### config.mk
export PLATFORM = sky130hd
export DESIGN_NAME = frame_header_validator
export DESIGN_NICKNAME = d
export VERILOG_FILES = /design/src/rtl/core/fhv_pkg.sv /design/src/rtl/core/fhv_front.sv /design/src/rtl/core/fhv_fifo.sv /design/src/rtl/core/fhv_back.sv /design/src/rtl/core/frame_header_validator.sv
export SDC_FILE = /design/constraint.sdc
export NUM_CORES = 1
export LEC_CHECK = 0
export ABC_CLOCK_PERIOD_IN_PS = 19300
export BUFFER_PORTS_ARGS = -buffer_cell sky130_fd_sc_hd__buf_4
export CAP_MARGIN = 0
export CORE_MARGIN = 8
export CORE_UTILIZATION = 40
export CTS_BUF_LIST = sky130_fd_sc_hd__clkbuf_8
export DETAILED_ROUTE_END_ITERATION = 8
export SLEW_MARGIN = 20
export SYNTH_ARGS = -nofsm -noshare
export SYNTH_HDL_FRONTEND = slang
export SYNTH_SLANG_ARGS = --single-unit
export TNS_END_PERCENT = 50
### constraint.sdc
create_clock -name clk_i -period 19.3 [get_ports clk_i]
set_input_delay 0 -clock clk_i [delete_from_list [all_inputs] [get_ports clk_i]]
set_output_delay 0 -clock clk_i [all_outputs]
set_load 0.005 [all_outputs]
### src/rtl/core/fhv_pkg.sv
// Shared types and constants for the frame header validator.
package fhv_pkg;

  localparam int unsigned HDR_BYTES = 32;
  localparam int unsigned HDR_IDX_W = $clog2(HDR_BYTES);
  localparam int unsigned HDR_BITS  = HDR_BYTES * 8;
  localparam int unsigned CNT_W     = 33;

  // Byte offsets of the header fields
  localparam int unsigned MAGIC_OFS = 0;
  localparam int unsigned VER_OFS   = 4;
  localparam int unsigned KIND_OFS  = 6;
  localparam int unsigned SEQ_OFS   = 8;
  localparam int unsigned TS_OFS    = 16;
  localparam int unsigned PLEN_OFS  = 24;
  localparam int unsigned FLAGS_OFS = 28;

  localparam int unsigned CFG_DATA_W = 32;

  typedef enum logic [0:0] {
    CFG_MAGIC   = 1'b0,
    CFG_VERSION = 1'b1
  } cfg_reg_e;

  typedef enum logic [2:0] {
    ST_OK       = 3'd0,
    ST_SHORT    = 3'd1,
    ST_MAGIC    = 3'd2,
    ST_VERSION  = 3'd3,
    ST_LENGTH   = 3'd4,
    ST_SEQUENCE = 3'd5
  } status_e;

  // One finished frame, handed from the front to the back
  typedef struct packed {
    logic             short_frame;
    logic [CNT_W-1:0] total;
    logic [63:0]      prev;
    logic [31:0]      magic;
    logic [15:0]      version;
    logic [15:0]      kind;
    logic [63:0]      seq;
    logic [63:0]      ts;
    logic [31:0]      plen;
    logic [31:0]      flags;
  } hdr_rec_t;

endpackage

### src/rtl/core/fhv_front.sv
// Byte intake: counts bytes, captures the header and emits one record per frame.
module fhv_front import fhv_pkg::*; (
  input  logic        clk_i,
  input  logic        rst_ni,
  input  logic        acc_i,
  input  logic [7:0]  data_byte_i,
  input  logic        end_of_frame_i,
  input  logic [63:0] prev_sequence_i,
  output logic        push_o,
  output hdr_rec_t    rec_o
);

  logic [CNT_W-1:0]     count_q, count_d;
  logic [63:0]          prev_q, prev_d;
  logic [7:0]           header_store_q [HDR_BYTES];
  logic [HDR_IDX_W-1:0] idx;
  logic                 in_hdr;
  logic [CNT_W-1:0]     total;
  logic [HDR_BITS-1:0]  flat;

  assign idx    = count_q[HDR_IDX_W-1:0];
  assign in_hdr = (count_q[CNT_W-1:HDR_IDX_W] == '0);
  assign total  = (count_q == {CNT_W{1'b1}}) ? count_q : count_q + CNT_W'(1);

  always_comb begin
    prev_d  = prev_q;
    count_d = count_q;
    if (acc_i) begin
      if (count_q == '0) prev_d = prev_sequence_i;
      count_d = end_of_frame_i ? '0 : total;
    end
  end

  always_ff @(posedge clk_i or negedge rst_ni) begin
    if (!rst_ni) begin
      count_q <= '0;
      prev_q  <= '0;
    end else begin
      count_q <= count_d;
      prev_q  <= prev_d;
    end
  end

  always_ff @(posedge clk_i) begin
    if (acc_i && in_hdr) header_store_q[idx] <= data_byte_i;
  end

  // Header as seen after this byte lands in the store
  always_comb begin
    for (int i = 0; i < HDR_BYTES; i++) begin
      flat[8*i +: 8] = (in_hdr && idx == HDR_IDX_W'(i)) ? data_byte_i : header_store_q[i];
    end
  end

  assign push_o = acc_i && end_of_frame_i;

  always_comb begin
    rec_o.short_frame = (total[CNT_W-1:HDR_IDX_W] == '0);
    rec_o.total       = total;
    rec_o.prev        = (count_q == '0) ? prev_sequence_i : prev_q;
    rec_o.magic       = flat[MAGIC_OFS*8 +: 32];
    rec_o.version     = flat[VER_OFS*8   +: 16];
    rec_o.kind        = flat[KIND_OFS*8  +: 16];
    rec_o.seq         = flat[SEQ_OFS*8   +: 64];
    rec_o.ts          = flat[TS_OFS*8    +: 64];
    rec_o.plen        = flat[PLEN_OFS*8  +: 32];
    rec_o.flags       = flat[FLAGS_OFS*8 +: 32];
  end

endmodule

### src/rtl/core/fhv_fifo.sv
// Two-entry record queue between the front and the back.
module fhv_fifo import fhv_pkg::*; (
  input  logic     clk_i,
  input  logic     rst_ni,
  input  logic     push_i,
  input  hdr_rec_t rec_i,
  output logic     full_o,
  output logic     valid_o,
  input  logic     pop_i,
  output hdr_rec_t rec_o
);

  hdr_rec_t   mem_q [2];
  logic       wr_ptr_q, wr_ptr_d;
  logic       rd_ptr_q, rd_ptr_d;
  logic [1:0] cnt_q, cnt_d;

  assign full_o  = cnt_q[1];
  assign valid_o = (cnt_q != 2'd0);
  assign rec_o   = mem_q[rd_ptr_q];

  always_comb begin
    wr_ptr_d = push_i ? ~wr_ptr_q : wr_ptr_q;
    rd_ptr_d = pop_i  ? ~rd_ptr_q : rd_ptr_q;
    cnt_d    = cnt_q + 2'(push_i) - 2'(pop_i);
  end

  always_ff @(posedge clk_i or negedge rst_ni) begin
    if (!rst_ni) begin
      wr_ptr_q <= 1'b0;
      rd_ptr_q <= 1'b0;
      cnt_q    <= 2'd0;
    end else begin
      wr_ptr_q <= wr_ptr_d;
      rd_ptr_q <= rd_ptr_d;
      cnt_q    <= cnt_d;
    end
  end

  always_ff @(posedge clk_i) begin
    if (push_i) mem_q[wr_ptr_q] <= rec_i;
  end

endmodule

### src/rtl/core/fhv_back.sv
// Header checks, configuration registers and the result register.
module fhv_back import fhv_pkg::*; (
  input  logic                  clk_i,
  input  logic                  rst_ni,
  input  logic                  cfg_we_i,
  input  cfg_reg_e              cfg_idx_i,
  input  logic [CFG_DATA_W-1:0] cfg_data_i,
  input  logic                  rec_valid_i,
  input  hdr_rec_t              rec_i,
  output logic                  pop_o,
  output logic                  out_valid_o,
  input  logic                  out_stall_i,
  output logic                  frame_ok_o,
  output status_e               status_o,
  output logic [15:0]           kind_o,
  output logic [63:0]           sequence_res_o,
  output logic [63:0]           timestamp_o,
  output logic [31:0]           payload_length_o,
  output logic [31:0]           flag_bits_o
);

  logic [31:0]      magic_q;
  logic [15:0]      version_q;
  logic             out_valid_q, out_valid_d;
  logic             take;
  status_e          status_d, status_q;
  logic [CNT_W-1:0] claimed;
  hdr_rec_t         res_q;

  always_ff @(posedge clk_i or negedge rst_ni) begin
    if (!rst_ni) begin
      magic_q   <= '0;
      version_q <= '0;
    end else if (cfg_we_i) begin
      unique case (cfg_idx_i)
        CFG_MAGIC:   magic_q   <= cfg_data_i;
        CFG_VERSION: version_q <= cfg_data_i[15:0];
        default:     ;
      endcase
    end
  end

  assign take    = rec_valid_i && (!out_valid_q || !out_stall_i);
  assign pop_o   = take;
  assign claimed = {1'b0, rec_i.plen} + CNT_W'(HDR_BYTES);

  always_comb begin
    priority if (rec_i.short_frame)           status_d = ST_SHORT;
    else if (rec_i.magic != magic_q)          status_d = ST_MAGIC;
    else if (rec_i.version != version_q)      status_d = ST_VERSION;
    else if (claimed != rec_i.total)          status_d = ST_LENGTH;
    else if (!(rec_i.seq > rec_i.prev))       status_d = ST_SEQUENCE;
    else                                      status_d = ST_OK;
  end

  always_comb begin
    out_valid_d = out_valid_q;
    if (take)              out_valid_d = 1'b1;
    else if (!out_stall_i) out_valid_d = 1'b0;
  end

  always_ff @(posedge clk_i or negedge rst_ni) begin
    if (!rst_ni) out_valid_q <= 1'b0;
    else         out_valid_q <= out_valid_d;
  end

  // Zero the decoded fields of a short frame
  always_ff @(posedge clk_i) begin
    if (take) begin
      status_q <= status_d;
      res_q    <= rec_i.short_frame ? '0 : rec_i;
    end
  end

  assign out_valid_o      = out_valid_q;
  assign frame_ok_o       = (status_q == ST_OK);
  assign status_o         = status_q;
  assign kind_o           = res_q.kind;
  assign sequence_res_o   = res_q.seq;
  assign timestamp_o      = res_q.ts;
  assign payload_length_o = res_q.plen;
  assign flag_bits_o      = res_q.flags;

endmodule

### src/rtl/core/frame_header_validator.sv
// Top level of the frame header validator: byte intake, record queue and checker.
// Takes one byte per cycle; in_stall_o rises only while both queue entries are held.
// The last byte queues the frame record; the checker takes it into the result register.
// Rates: one byte per cycle unless in_stall_o, one result per cycle unless out_stall_i.
// Asynchronous active-low reset clears the byte count, saved sequence, config and valids;
// the header store has no reset; a short frame reads stale bytes, zeroed in the result.
module frame_header_validator import fhv_pkg::*; (
  input  logic                  clk_i,
  input  logic                  rst_ni,
  input  logic                  in_valid_i,
  output logic                  in_stall_o,
  input  logic [7:0]            data_byte_i,
  input  logic                  end_of_frame_i,
  input  logic [63:0]           prev_sequence_i,
  output logic                  out_valid_o,
  input  logic                  out_stall_i,
  output logic                  frame_ok_o,
  output logic [2:0]            status_o,
  output logic [15:0]           kind_o,
  output logic [63:0]           sequence_res_o,
  output logic [63:0]           timestamp_o,
  output logic [31:0]           payload_length_o,
  output logic [31:0]           flag_bits_o,
  input  logic                  cfg_we_i,
  input  logic                  cfg_idx_i,
  input  logic [CFG_DATA_W-1:0] cfg_data_i
);

  logic     acc;
  logic     push;
  logic     full;
  logic     rec_valid;
  logic     pop;
  hdr_rec_t front_rec;
  hdr_rec_t queue_rec;
  status_e  status;

  assign in_stall_o = full;
  assign acc        = in_valid_i && !full;
  assign status_o   = status;

  fhv_front u_front (
    .clk_i           (clk_i),
    .rst_ni          (rst_ni),
    .acc_i           (acc),
    .data_byte_i     (data_byte_i),
    .end_of_frame_i  (end_of_frame_i),
    .prev_sequence_i (prev_sequence_i),
    .push_o          (push),
    .rec_o           (front_rec)
  );

  fhv_fifo u_fifo (
    .clk_i   (clk_i),
    .rst_ni  (rst_ni),
    .push_i  (push),
    .rec_i   (front_rec),
    .full_o  (full),
    .valid_o (rec_valid),
    .pop_i   (pop),
    .rec_o   (queue_rec)
  );

  fhv_back u_back (
    .clk_i            (clk_i),
    .rst_ni           (rst_ni),
    .cfg_we_i         (cfg_we_i),
    .cfg_idx_i        (cfg_reg_e'(cfg_idx_i)),
    .cfg_data_i       (cfg_data_i),
    .rec_valid_i      (rec_valid),
    .rec_i            (queue_rec),
    .pop_o            (pop),
    .out_valid_o      (out_valid_o),
    .out_stall_i      (out_stall_i),
    .frame_ok_o       (frame_ok_o),
    .status_o         (status),
    .kind_o           (kind_o),
    .sequence_res_o   (sequence_res_o),
    .timestamp_o      (timestamp_o),
    .payload_length_o (payload_length_o),
    .flag_bits_o      (flag_bits_o)
  );

`ifndef SYNTHESIS
  a_ok_matches_status: assert property (@(posedge clk_i) disable iff (!rst_ni)
    out_valid_o |-> (frame_ok_o == (status == ST_OK)))
    else $error("frame_ok disagrees with status");

  a_short_fields_zero: assert property (@(posedge clk_i) disable iff (!rst_ni)
    (out_valid_o && status == ST_SHORT) |->
      (kind_o == '0 && sequence_res_o == '0 && timestamp_o == '0 &&
       payload_length_o == '0 && flag_bits_o == '0))
    else $error("short frame carries nonzero header fields");

  a_no_result_from_empty: assert property (@(posedge clk_i) disable iff (!rst_ni)
    (!out_valid_o && !rec_valid) |=> !out_valid_o)
    else $error("result appeared with an empty queue");
`endif

endmodule
==> results of run 1 <==
==> routing by layer <==
metal	part of all wire, %	vias up	wire (um)
met5	0.010	-	13
met4	2.1	2	2710
li1	-	13700	-
met3	4.5	192	5910
met1	44	15100	57800
met2	49	695	64000
==> what timing repair did <==
item / CTS / global route
hold buffers: 225 / 0
hold endpoints to repair: 1069 / 0
setup buffers: 0 / 0
==> worst max-delay path, cell delays in order, from the launching register on <==
cell and delay [ps]:
sky130_fd_sc_hd__dfrtp_4 870, sky130_fd_sc_hd__buf_12 590, sky130_fd_sc_hd__buf_4 810, sky130_fd_sc_hd__mux2_2 440, sky130_fd_sc_hd__ha_1 320, sky130_fd_sc_hd__a21o_1 160, sky130_fd_sc_hd__a21o_1 170, sky130_fd_sc_hd__a221oi_1 230
sky130_fd_sc_hd__o21ai_0 220, sky130_fd_sc_hd__a211oi_1 500, sky130_fd_sc_hd__o221ai_1 420, sky130_fd_sc_hd__o21ai_1 280
==> cell usage after synthesis, types with 3 or more instances <==
library cell / instances / area [sq um]
sky130_fd_sc_hd__a21o_1: 12 / 90.1
sky130_fd_sc_hd__a31oi_1: 4 / 25.0
sky130_fd_sc_hd__a22o_1: 12 / 105
sky130_fd_sc_hd__nor2_1: 202 / 758
sky130_fd_sc_hd__dfrtp_1: 150 / 3750
sky130_fd_sc_hd__nand2_1: 86 / 323
sky130_fd_sc_hd__a211oi_1: 11 / 82.6
sky130_fd_sc_hd__buf_6: 3 / 33.8
sky130_fd_sc_hd__mux2_1: 3 / 33.8
sky130_fd_sc_hd__ha_1: 73 / 913
sky130_fd_sc_hd__nand4_1: 40 / 250
sky130_fd_sc_hd__nand3b_4: 3 / 60.1
sky130_fd_sc_hd__nor3_2: 8 / 80.1
sky130_fd_sc_hd__nand2b_1: 7 / 43.8
sky130_fd_sc_hd__xor2_1: 56 / 490
sky130_fd_sc_hd__inv_1: 19 / 71.3
sky130_fd_sc_hd__and2_1: 10 / 62.6
sky130_fd_sc_hd__buf_4: 3 / 22.5
sky130_fd_sc_hd__nor2b_1: 72 / 450
sky130_fd_sc_hd__mux2i_1: 273 / 2730
sky130_fd_sc_hd__o21a_1: 4 / 30.0
sky130_fd_sc_hd__nor4_1: 33 / 206
sky130_fd_sc_hd__o21ai_1: 3 / 15.0
sky130_fd_sc_hd__xnor2_1: 98 / 858
sky130_fd_sc_hd__buf_1: 22 / 82.6
sky130_fd_sc_hd__edfxtp_1: 1175 / 35300
sky130_fd_sc_hd__o211ai_1: 7 / 52.6
sky130_fd_sc_hd__nand3b_1: 12 / 90.1
sky130_fd_sc_hd__clkbuf_1: 74 / 278
sky130_fd_sc_hd__a21oi_1: 37 / 185
sky130_fd_sc_hd__nor3_1: 44 / 220
sky130_fd_sc_hd__nand3_1: 35 / 175
sky130_fd_sc_hd__buf_2: 45 / 225
sky130_fd_sc_hd__and3_1: 9 / 56.3
sky130_fd_sc_hd__mux2_2: 501 / 5640
sky130_fd_sc_hd__o22ai_1: 3 / 18.8
sky130_fd_sc_hd__and4_1: 7 / 61.3
sky130_fd_sc_hd__or3_1: 4 / 25.0
sky130_fd_sc_hd__o21ai_0: 43 / 215
==> logic make-up after synthesis <==
kind of cell	count (synthesis)	share of synthesized area, %
simple gates	586	5.53
compound gates	163	2.03
flops	1325	71.5
xor+xnor	154	2.47
buf+inv	169	1.35
mux	779	15.5
fa+ha+maj	73	1.67
==> where the power goes <==
group          total, mW  leakage, nW  internal (mW)  switching, mW
combinational       1.81         8.80          0.787           1.03
clock               2.40         2.47           1.26           1.14
sequential          3.78         12.8           3.60          0.180
total               7.99         24.0           5.64           2.35
==> flip-flops by register name, summed over array words and instances (netlist names) <==
signal and count:
u_back.status_o 3, u_back.kind_o 16, u_front.count_q 33, u_back.version_q 16, u_back.out_valid_o 1, u_back.sequence_res_o 64
u_back.timestamp_o 64, u_front.prev_q 64, u_fifo.mem_q 708, u_back.flag_bits_o 32, u_back.payload_length_o 32, u_fifo.rd_ptr_q 1
u_fifo.wr_ptr_q 1, u_front.header_store_q 256, u_back.magic_q 32, u_fifo.cnt_q 2
==> metrics by stage <==
step	utilization (%)	power, mW
floorplan	-	4.99
global placement	43.6	5.63
detailed placement	43.6	5.65
CTS	48.5	8.12
global route	48.5	8.40
finish	48.5	7.99
==> cell type report <==
type,count,share of cell area (%)
Sequential cell,1325,59.4
Multi-Input combinational cell,1755,22.8
Timing Repair Buffer,591,7.73
Clock buffer,236,4.94
Tap cell,1781,3.39
Clock inverter,164,1.62
Inverter,20,0.114
Antenna cell,1,0.00381
==> worst min path at each step <==
stage | start | endpoint | slack [ps] | cells past startpoint
after global routing | prev_sequence_i[60] | u_fifo.mem_q[0][316] | 30 | 3
after detailed placement | rst_ni | u_front.prev_q[11] | -50 | 1
after global placement | rst_ni | u_front.prev_q[11] | -50 | 1
after CTS | prev_sequence_i[60] | u_fifo.mem_q[1][316] | 6 | 3
final | prev_sequence_i[61] | u_fifo.mem_q[0][317] | 110 | 3
after floorplan | rst_ni | u_back.magic_q[0] | -300 | 0
==> results summary, run 1 <==
The ratio of cells with drive above 1 in the final layout is 29.8%. The fraction of met1 tracks used by global routing came out at 23.1%. The gate count of the mapped netlist is 3249. The setup slack after layout is between 10000 and 15000 ps. The clock drives between 1000 and 1500 sinks. In the synthesized netlist the dominant register cell turns out to be sky130_fd_sc_hd__edfxtp_1. Entering global routing, the biggest net connects roughly 150 pins. The number of antenna violations at the first check in global routing came out at 3. STA classifies the critical path startpoint as a register. The detailed-routing iteration count for the pre-antenna-repair pass came out at 5. Based on the critical path, the design can be clocked at up to roughly 0.19 GHz. Of the synthesized area, sequential elements account for between 70 and 80%. The number of hold violations in the final report was 0. The placer's final routability congestion estimate came out at around 0.83.

The shortest clock period the worst path allows after layout is around 5300 ps. The register bit total from synthesis is between 1000 and 1500. The effective utilization at floorplan came out at roughly two fifths. The clock root buffer master is sky130_fd_sc_hd__clkbuf_8. The share of the clock period used by the worst path came out at a little over a quarter. The number of fill cells in the layout came out at approximately 12000. The overall die area is roughly 0.15 sq mm.

The tightest min-delay check is of the in2reg type. The final routed wire length divided by cell count came out at 22.2 um. In this run the worst setup path begins at u_fifo.rd_ptr_q.

The first global-routing pass estimated around 190000 um of wire. The max-capacitance violation count is 0. The placeable core region came out at around 0.14 sq mm.

The commonest non-fill, non-tap cell in the layout is sky130_fd_sc_hd__edfxtp_1. The post-synthesis async set-or-reset flop share is around 11%. TritonCTS built the clock tree.

Leaving out fill and tap cells, the most frequent cells in the layout are sky130_fd_sc_hd__edfxtp_1, sky130_fd_sc_hd__mux2_2, sky130_fd_sc_hd__buf_4, sky130_fd_sc_hd__mux2i_1, sky130_fd_sc_hd__clkbuf_8. The post-CTS resize count is 0. The remaining design rule violation count came out at 0. The critical path ends at u_back.status_o[0]. Measured along the y axis, the die boundary spans 385 um. The number of slew-limit violations in the final report came out at 0. Counting tap cells, the placed design contains a total of 5247 instances. The latest clock arrival within the worst-skew pair came out at about 940 ps. The static leakage power is around 24 nW. The number of buffers on the longest clock path is 3. The sequential cells in the finished layout cover a total of just under 0.04 sq mm. In this run the cell area of the synthesized design comes to between 0.05 and 0.06 sq mm. The number of CTS-inserted buffers came out at 219.

The transition time of the tightest slew-check pin is between 1000 and 1500 ps. The number of standard-cell rows in the floorplan is 135. The number of cells on the worst reg-to-reg path came out at 11. For this design the top-level I/O count stands at between 300 and 400. The number of nets in the layout came out at about 4100. The Yosys step of the flow raised 0 warnings. The worst supply voltage drop on vdd came out at 0.000100 V. The area of all placed cells without fillers came out at 0.0657 sq mm. The DRC marker count from the first detailed-route iteration came out at between 1500 and 2000. The total placed instance area came out at 0.0591 sq mm. The power density normalized to cell area came out at 122 mW/mm^2.

The number of global-route vias before repair is 31100. The worst endpoint required time is ~20000 ps. The remaining antenna violation count came out at 0. The worst register-to-register path ends at u_back.status_o[0].

The critical path start-end classification is reg2reg. The post-detailed-routing wire length came out at about 130000 um. The H-tree depth came out at 4. Global routing used between 10% and 20% of the available tracks across all layers. The worst hold slack after final layout came out at ~110 ps. The flow ran to the end, and the final reports show no timing, DRC or antenna violations. Measured against its own limit, the worst slew margin works out to around 23%. Once detailed placement completed, the half-perimeter wirelength came to between 70000 and 80000 um. The reg-to-reg critical path startpoint is u_fifo.rd_ptr_q. The number of enable flip-flop cells after synthesis came out at 1175.

Setup repair after global routing left no endpoint under its margin. After detailed routing, the number of vias per cell comes to ~5. The total global routing overflow is 0. The area growth from synthesis to layout is 20.4%.

The number of setup violations in the final report is 0. STA classifies the critical path endpoint as a register. Averaged over all synthesized cells, the footprint is 16.8 sq um. The net count after synthesis is around 3400. The unique cell type count in the Yosys netlist came out at 74. The post-layout instance count excluding filler cells came out at about 5900.

After global routing, the most crowded layer is met2. Summed over all failing endpoints, the final setup total negative slack is 0 ps. The overall via count from detail_route came out at 29700. The worst slack at placement came out at 13870 ps.

The top fanout value on the critical path came out at 94. The die is ~390 um wide. The CTS clock-pin slew for the worst setup and hold paths came out at approximately 60 ps.

On the final layout, the worst clock skew is 52.4 ps. The met3 capacity usage during global routing is 3.31%. The worst setup slack for register-to-register paths came out at 14000 ps. The global routing met2 resource utilization came out at between 20% and 30%.

The count of input and output buffers is 324. The data arrival time of the critical path came out at between 6000 and 7000 ps. The multi-input gate area in the final layout is roughly 0.015 sq mm.
Power figures use the tool's default switching activity.
==> inputs of run 2 (changes only) <==
- ABC_CLOCK_PERIOD_IN_PS: 19300 -> 5350
- clock period: 19.3 -> 5.35 ns (I/O delays scaled with it)
==> results summary, run 2 (synthesis gave the netlist of run 1 again) <==
The commonest non-fill, non-tap cell in the layout was sky130_fd_sc_hd__edfxtp_1 (unchanged). The number of nets in the layout came out at 4107 (was 4096). The post-detailed-route via-to-cell ratio came to 5.01 (was 5.06). The worst endpoint required time is 6100 ps (was 20060 ps). The overall via count from detail_route came out at 29600 (was 29700). Commonest cells after routing, fill and taps aside: sky130_fd_sc_hd__edfxtp_1, sky130_fd_sc_hd__mux2_2, sky130_fd_sc_hd__buf_4, sky130_fd_sc_hd__mux2i_1, sky130_fd_sc_hd__clkbuf_8 (unchanged). The clock sink count is 1325 (unchanged). The type of origin of the critical path is a register (unchanged).

The area of all placed cells without fillers was 0.0660 sq mm (was 0.0657 sq mm). The TritonCTS clock tree is built (unchanged). Setup repair after global routing missed its margin: no (unchanged). The detailed-routing iteration count for the pre-antenna-repair pass is 5 (unchanged).

The CTS clock-pin slew for the worst setup and hold paths is 60 ps (about the same). The slowest cell on the critical path is sky130_fd_sc_hd__dfrtp_4 (unchanged). The largest clock skew in the final design is 47.2 ps (was 52.4 ps). The area growth from synthesis to layout is 20.9% (was 20.4%). The timing-limited maximum frequency is 0.244 GHz (was 0.189 GHz). The ratio of cells with drive above 1 in the final layout was 29.9% (was 29.8%). The final routed wire length divided by cell count came out at 21.9 um (was 22.2 um).

The latest clock arrival within the worst-skew pair is 920 ps (was 940 ps). The remaining antenna violation count came out at 0 (unchanged). Result of the run: finished clean (unchanged). The global-route wire length before repair came out at 193000 um (was 195000 um).

The share of the clock period used by the worst path is 76.7% (was 27.5%). The number of CTS-inserted buffers came to 217 (was 219). The critical path start-end classification was reg2reg (unchanged). The longest individual stage delay on the worst path is 770 ps (was 870 ps).

The number of global-route vias before repair was 31200 (was 31100). The worst min-delay path class was in2reg (unchanged). The width of the chip came out at 385 um (unchanged).

The shortest clock period the worst path allows after layout is 4100 ps (was 5300 ps). The count of input and output buffers came out at 324 (unchanged). The largest net degree at the start of global routing is 137 (was 154). The clock network fraction of design power came out at 30.5% (was 30.1%).

The power share of the combinational group came out at 22.5% (was 22.7%). The top fanout value on the critical path came out at 77 (was 94). The largest register by flop count is u_fifo.mem_q (unchanged).

The internal portion of total power came out at 20.6 mW (was 5.64 mW). The data arrival time of the critical path was 4850 ps (was 6060 ps). The worst supply voltage drop on vdd is 0.000279 V (was 0.000100 V). The number of buffers on the longest clock path came to 3 (unchanged). The worst hold slack after final layout came out at 139 ps (was 114 ps). The cell class contributing the biggest share of worst-path delay was simple AND/OR/NAND/NOR gates (was compound AO/OA/AOI/OAI gates). The H-tree depth is 4 (unchanged). The switching part of the total power is 28.9% (was 29.4%). The switching power is 8.37 mW (was 2.35 mW). The post-detailed-routing wire length was 129000 um (was 130000 um). The number of standard-cell rows in the floorplan is 135 (unchanged). The number of slew-limit violations in the final report came out at 0 (unchanged).

The total placed instance area came out at 0.0593 sq mm (was 0.0591 sq mm). The clock root buffer master is sky130_fd_sc_hd__clkbuf_8 (unchanged). The post-CTS setup buffer count came out at 0 (unchanged). The placeable core region is 0.135 sq mm (unchanged).

Biggest registers after layout: u_fifo.mem_q: 708 flops, u_front.header_store_q: 256 flops (unchanged). The number of hold violations in the final report came out at 0 (unchanged). The DRC marker count from the first detailed-route iteration is 1792 (was 1838). The placer's final routability congestion estimate is 0.797 (was 0.833).

The number of fill cells in the layout came out at 11500 (was 11600). The static leakage power is 24.2 nW (was 24.0 nW). The transition time of the tightest slew-check pin was 1120 ps (was 1160 ps). The endpoint type of the worst setup path is a register (unchanged).

The share of power burned in registers is 47.0% (was 47.3%). The overall die area came out at 0.149 sq mm (unchanged). The flip-flop count of the largest register after layout came out at 708 (unchanged). The total global routing overflow was 0 (unchanged).

The number of antenna violations at the first check in global routing came out at 9 (was 3). The post-CTS resize count is 0 (unchanged). The buffer and inverter count on the worst path is 1 (was 2). Cells traversed along the worst timing path: buf_12 -> mux2i_2 -> nor2_1 -> nand3b_1 -> xnor2_1 -> o41ai_1 -> nand3_1 -> or4_1 -> o21ai_1 (was buf_12 -> buf_4 -> mux2_2 -> ha_1 -> a21o_1 -> a21o_1 -> a221oi_1 -> o21ai_0 -> a211oi_1 -> o221ai_1 -> o21ai_1). The total routing resource utilization after global routing is 17.1% (was 17.2%). The power density normalized to cell area came out at 439 mW/mm^2 (was 122 mW/mm^2).

The number of setup violations in the final report is 0 (unchanged). The accumulated negative setup slack came out at 0 ps (unchanged). The normalized max-slew margin came out at 25.4% (was 22.5%). The post-route total power came out at 29.0 mW (was 7.99 mW). The effective utilization at floorplan came out at 40.3% (unchanged). The final cell utilization of the core came out at 48.7% (was 48.5%). The max-capacitance violation count is 0 (unchanged). The remaining design rule violation count came out at 0 (unchanged). The boundary pin count is 325 (unchanged). The half-perimeter wire length of the detailed placement result was 77400 um (was 78200 um).

The die boundary height is 385 um (unchanged).
[run 2: changes by cell type in the layout (fill, tap and decap cells not counted), sizes merged]
cell      before  now
bufinv         9   11
buf          367  380
clkbuf       236  247
inv           93  106
clkinvlp       3    5
clkinv        79   56
diode          1    3
[run 2: metal layers]
metal	global-route usage [%]	share of wire, %
met1	22.3	43
met2	28.6	49
met3	3.37	4.6
met4	6.08	2.8
met5	0	0.010
[run 2: cell type report]
class	count	area (sq um)	area share, %
Sequential cell	1325	39000	59.1
Multi-Input combinational cell	1755	15000	22.7
Timing Repair Buffer	604	5270	7.99
Clock buffer	247	3400	5.15
Tap cell	1781	2230	3.37
Clock inverter	158	1020	1.54
Inverter	20	75.1	0.114
Antenna cell	3	7.51	0.0114
[run 2: path summary, 6_finish.rpt]
| path | endpoint | cells after the start | from | slack (ps) |
|---|---|---|---|---|
| max | u_back.status_o[0] | 9 | u_fifo.rd_ptr_q | 1250 |
| min | u_front.header_store_q[6][6] | 2 | data_byte_i[6] | 140 |
| max reg2reg | u_back.status_o[0] | 9 | u_fifo.rd_ptr_q | 1250 |
| min reg2reg | u_front.prev_q[62] | 1 | u_front.prev_q[62] | 500 |
| max in group asynchronous | u_fifo.rd_ptr_q | 6 | rst_ni | 3610 |
| min in group asynchronous | u_front.prev_q[46] | 5 | rst_ni | 650 |
[run 2: power by group through the flow]
| stage | Combinational (mW) | Clock (mW) | Sequential, mW |
|---|---|---|---|
| after floorplan | 3.86 | 0 | 13.8 |
| after global placement | 6.49 | 0 | 13.8 |
| after detailed placement | 6.53 | 0 | 13.8 |
| after CTS | 6.70 | 9.13 | 13.6 |
| after global routing | 7.16 | 9.55 | 13.8 |
| final | 6.52 | 8.83 | 13.6 |
[run 2: metrics by stage]
step                      instances  setup WS (ps)
after floorplan                3249          -1060
after global placement         5260           1300
after detailed placement       5260           1320
after CTS                      5890           1270
after global routing           5892           1010
final                          5893           1250
[run 2: timing repair]
action,4_1_cts,5_1_grt
endpoints found under the setup margin,0,0
hold buffers,225,0
endpoints found under the hold margin,1199,0
[run 2: worst reg2reg max path: cells and delay by family (launching register included)]
family                 cells  cell delay (ps)
AO/OA/AOI/OAI              2              590
XOR/XNOR                   1               80
buffers and inverters      1              500
flip-flops                 1              770
multiplexers               1              680
AND/OR/NAND/NOR            4             1330
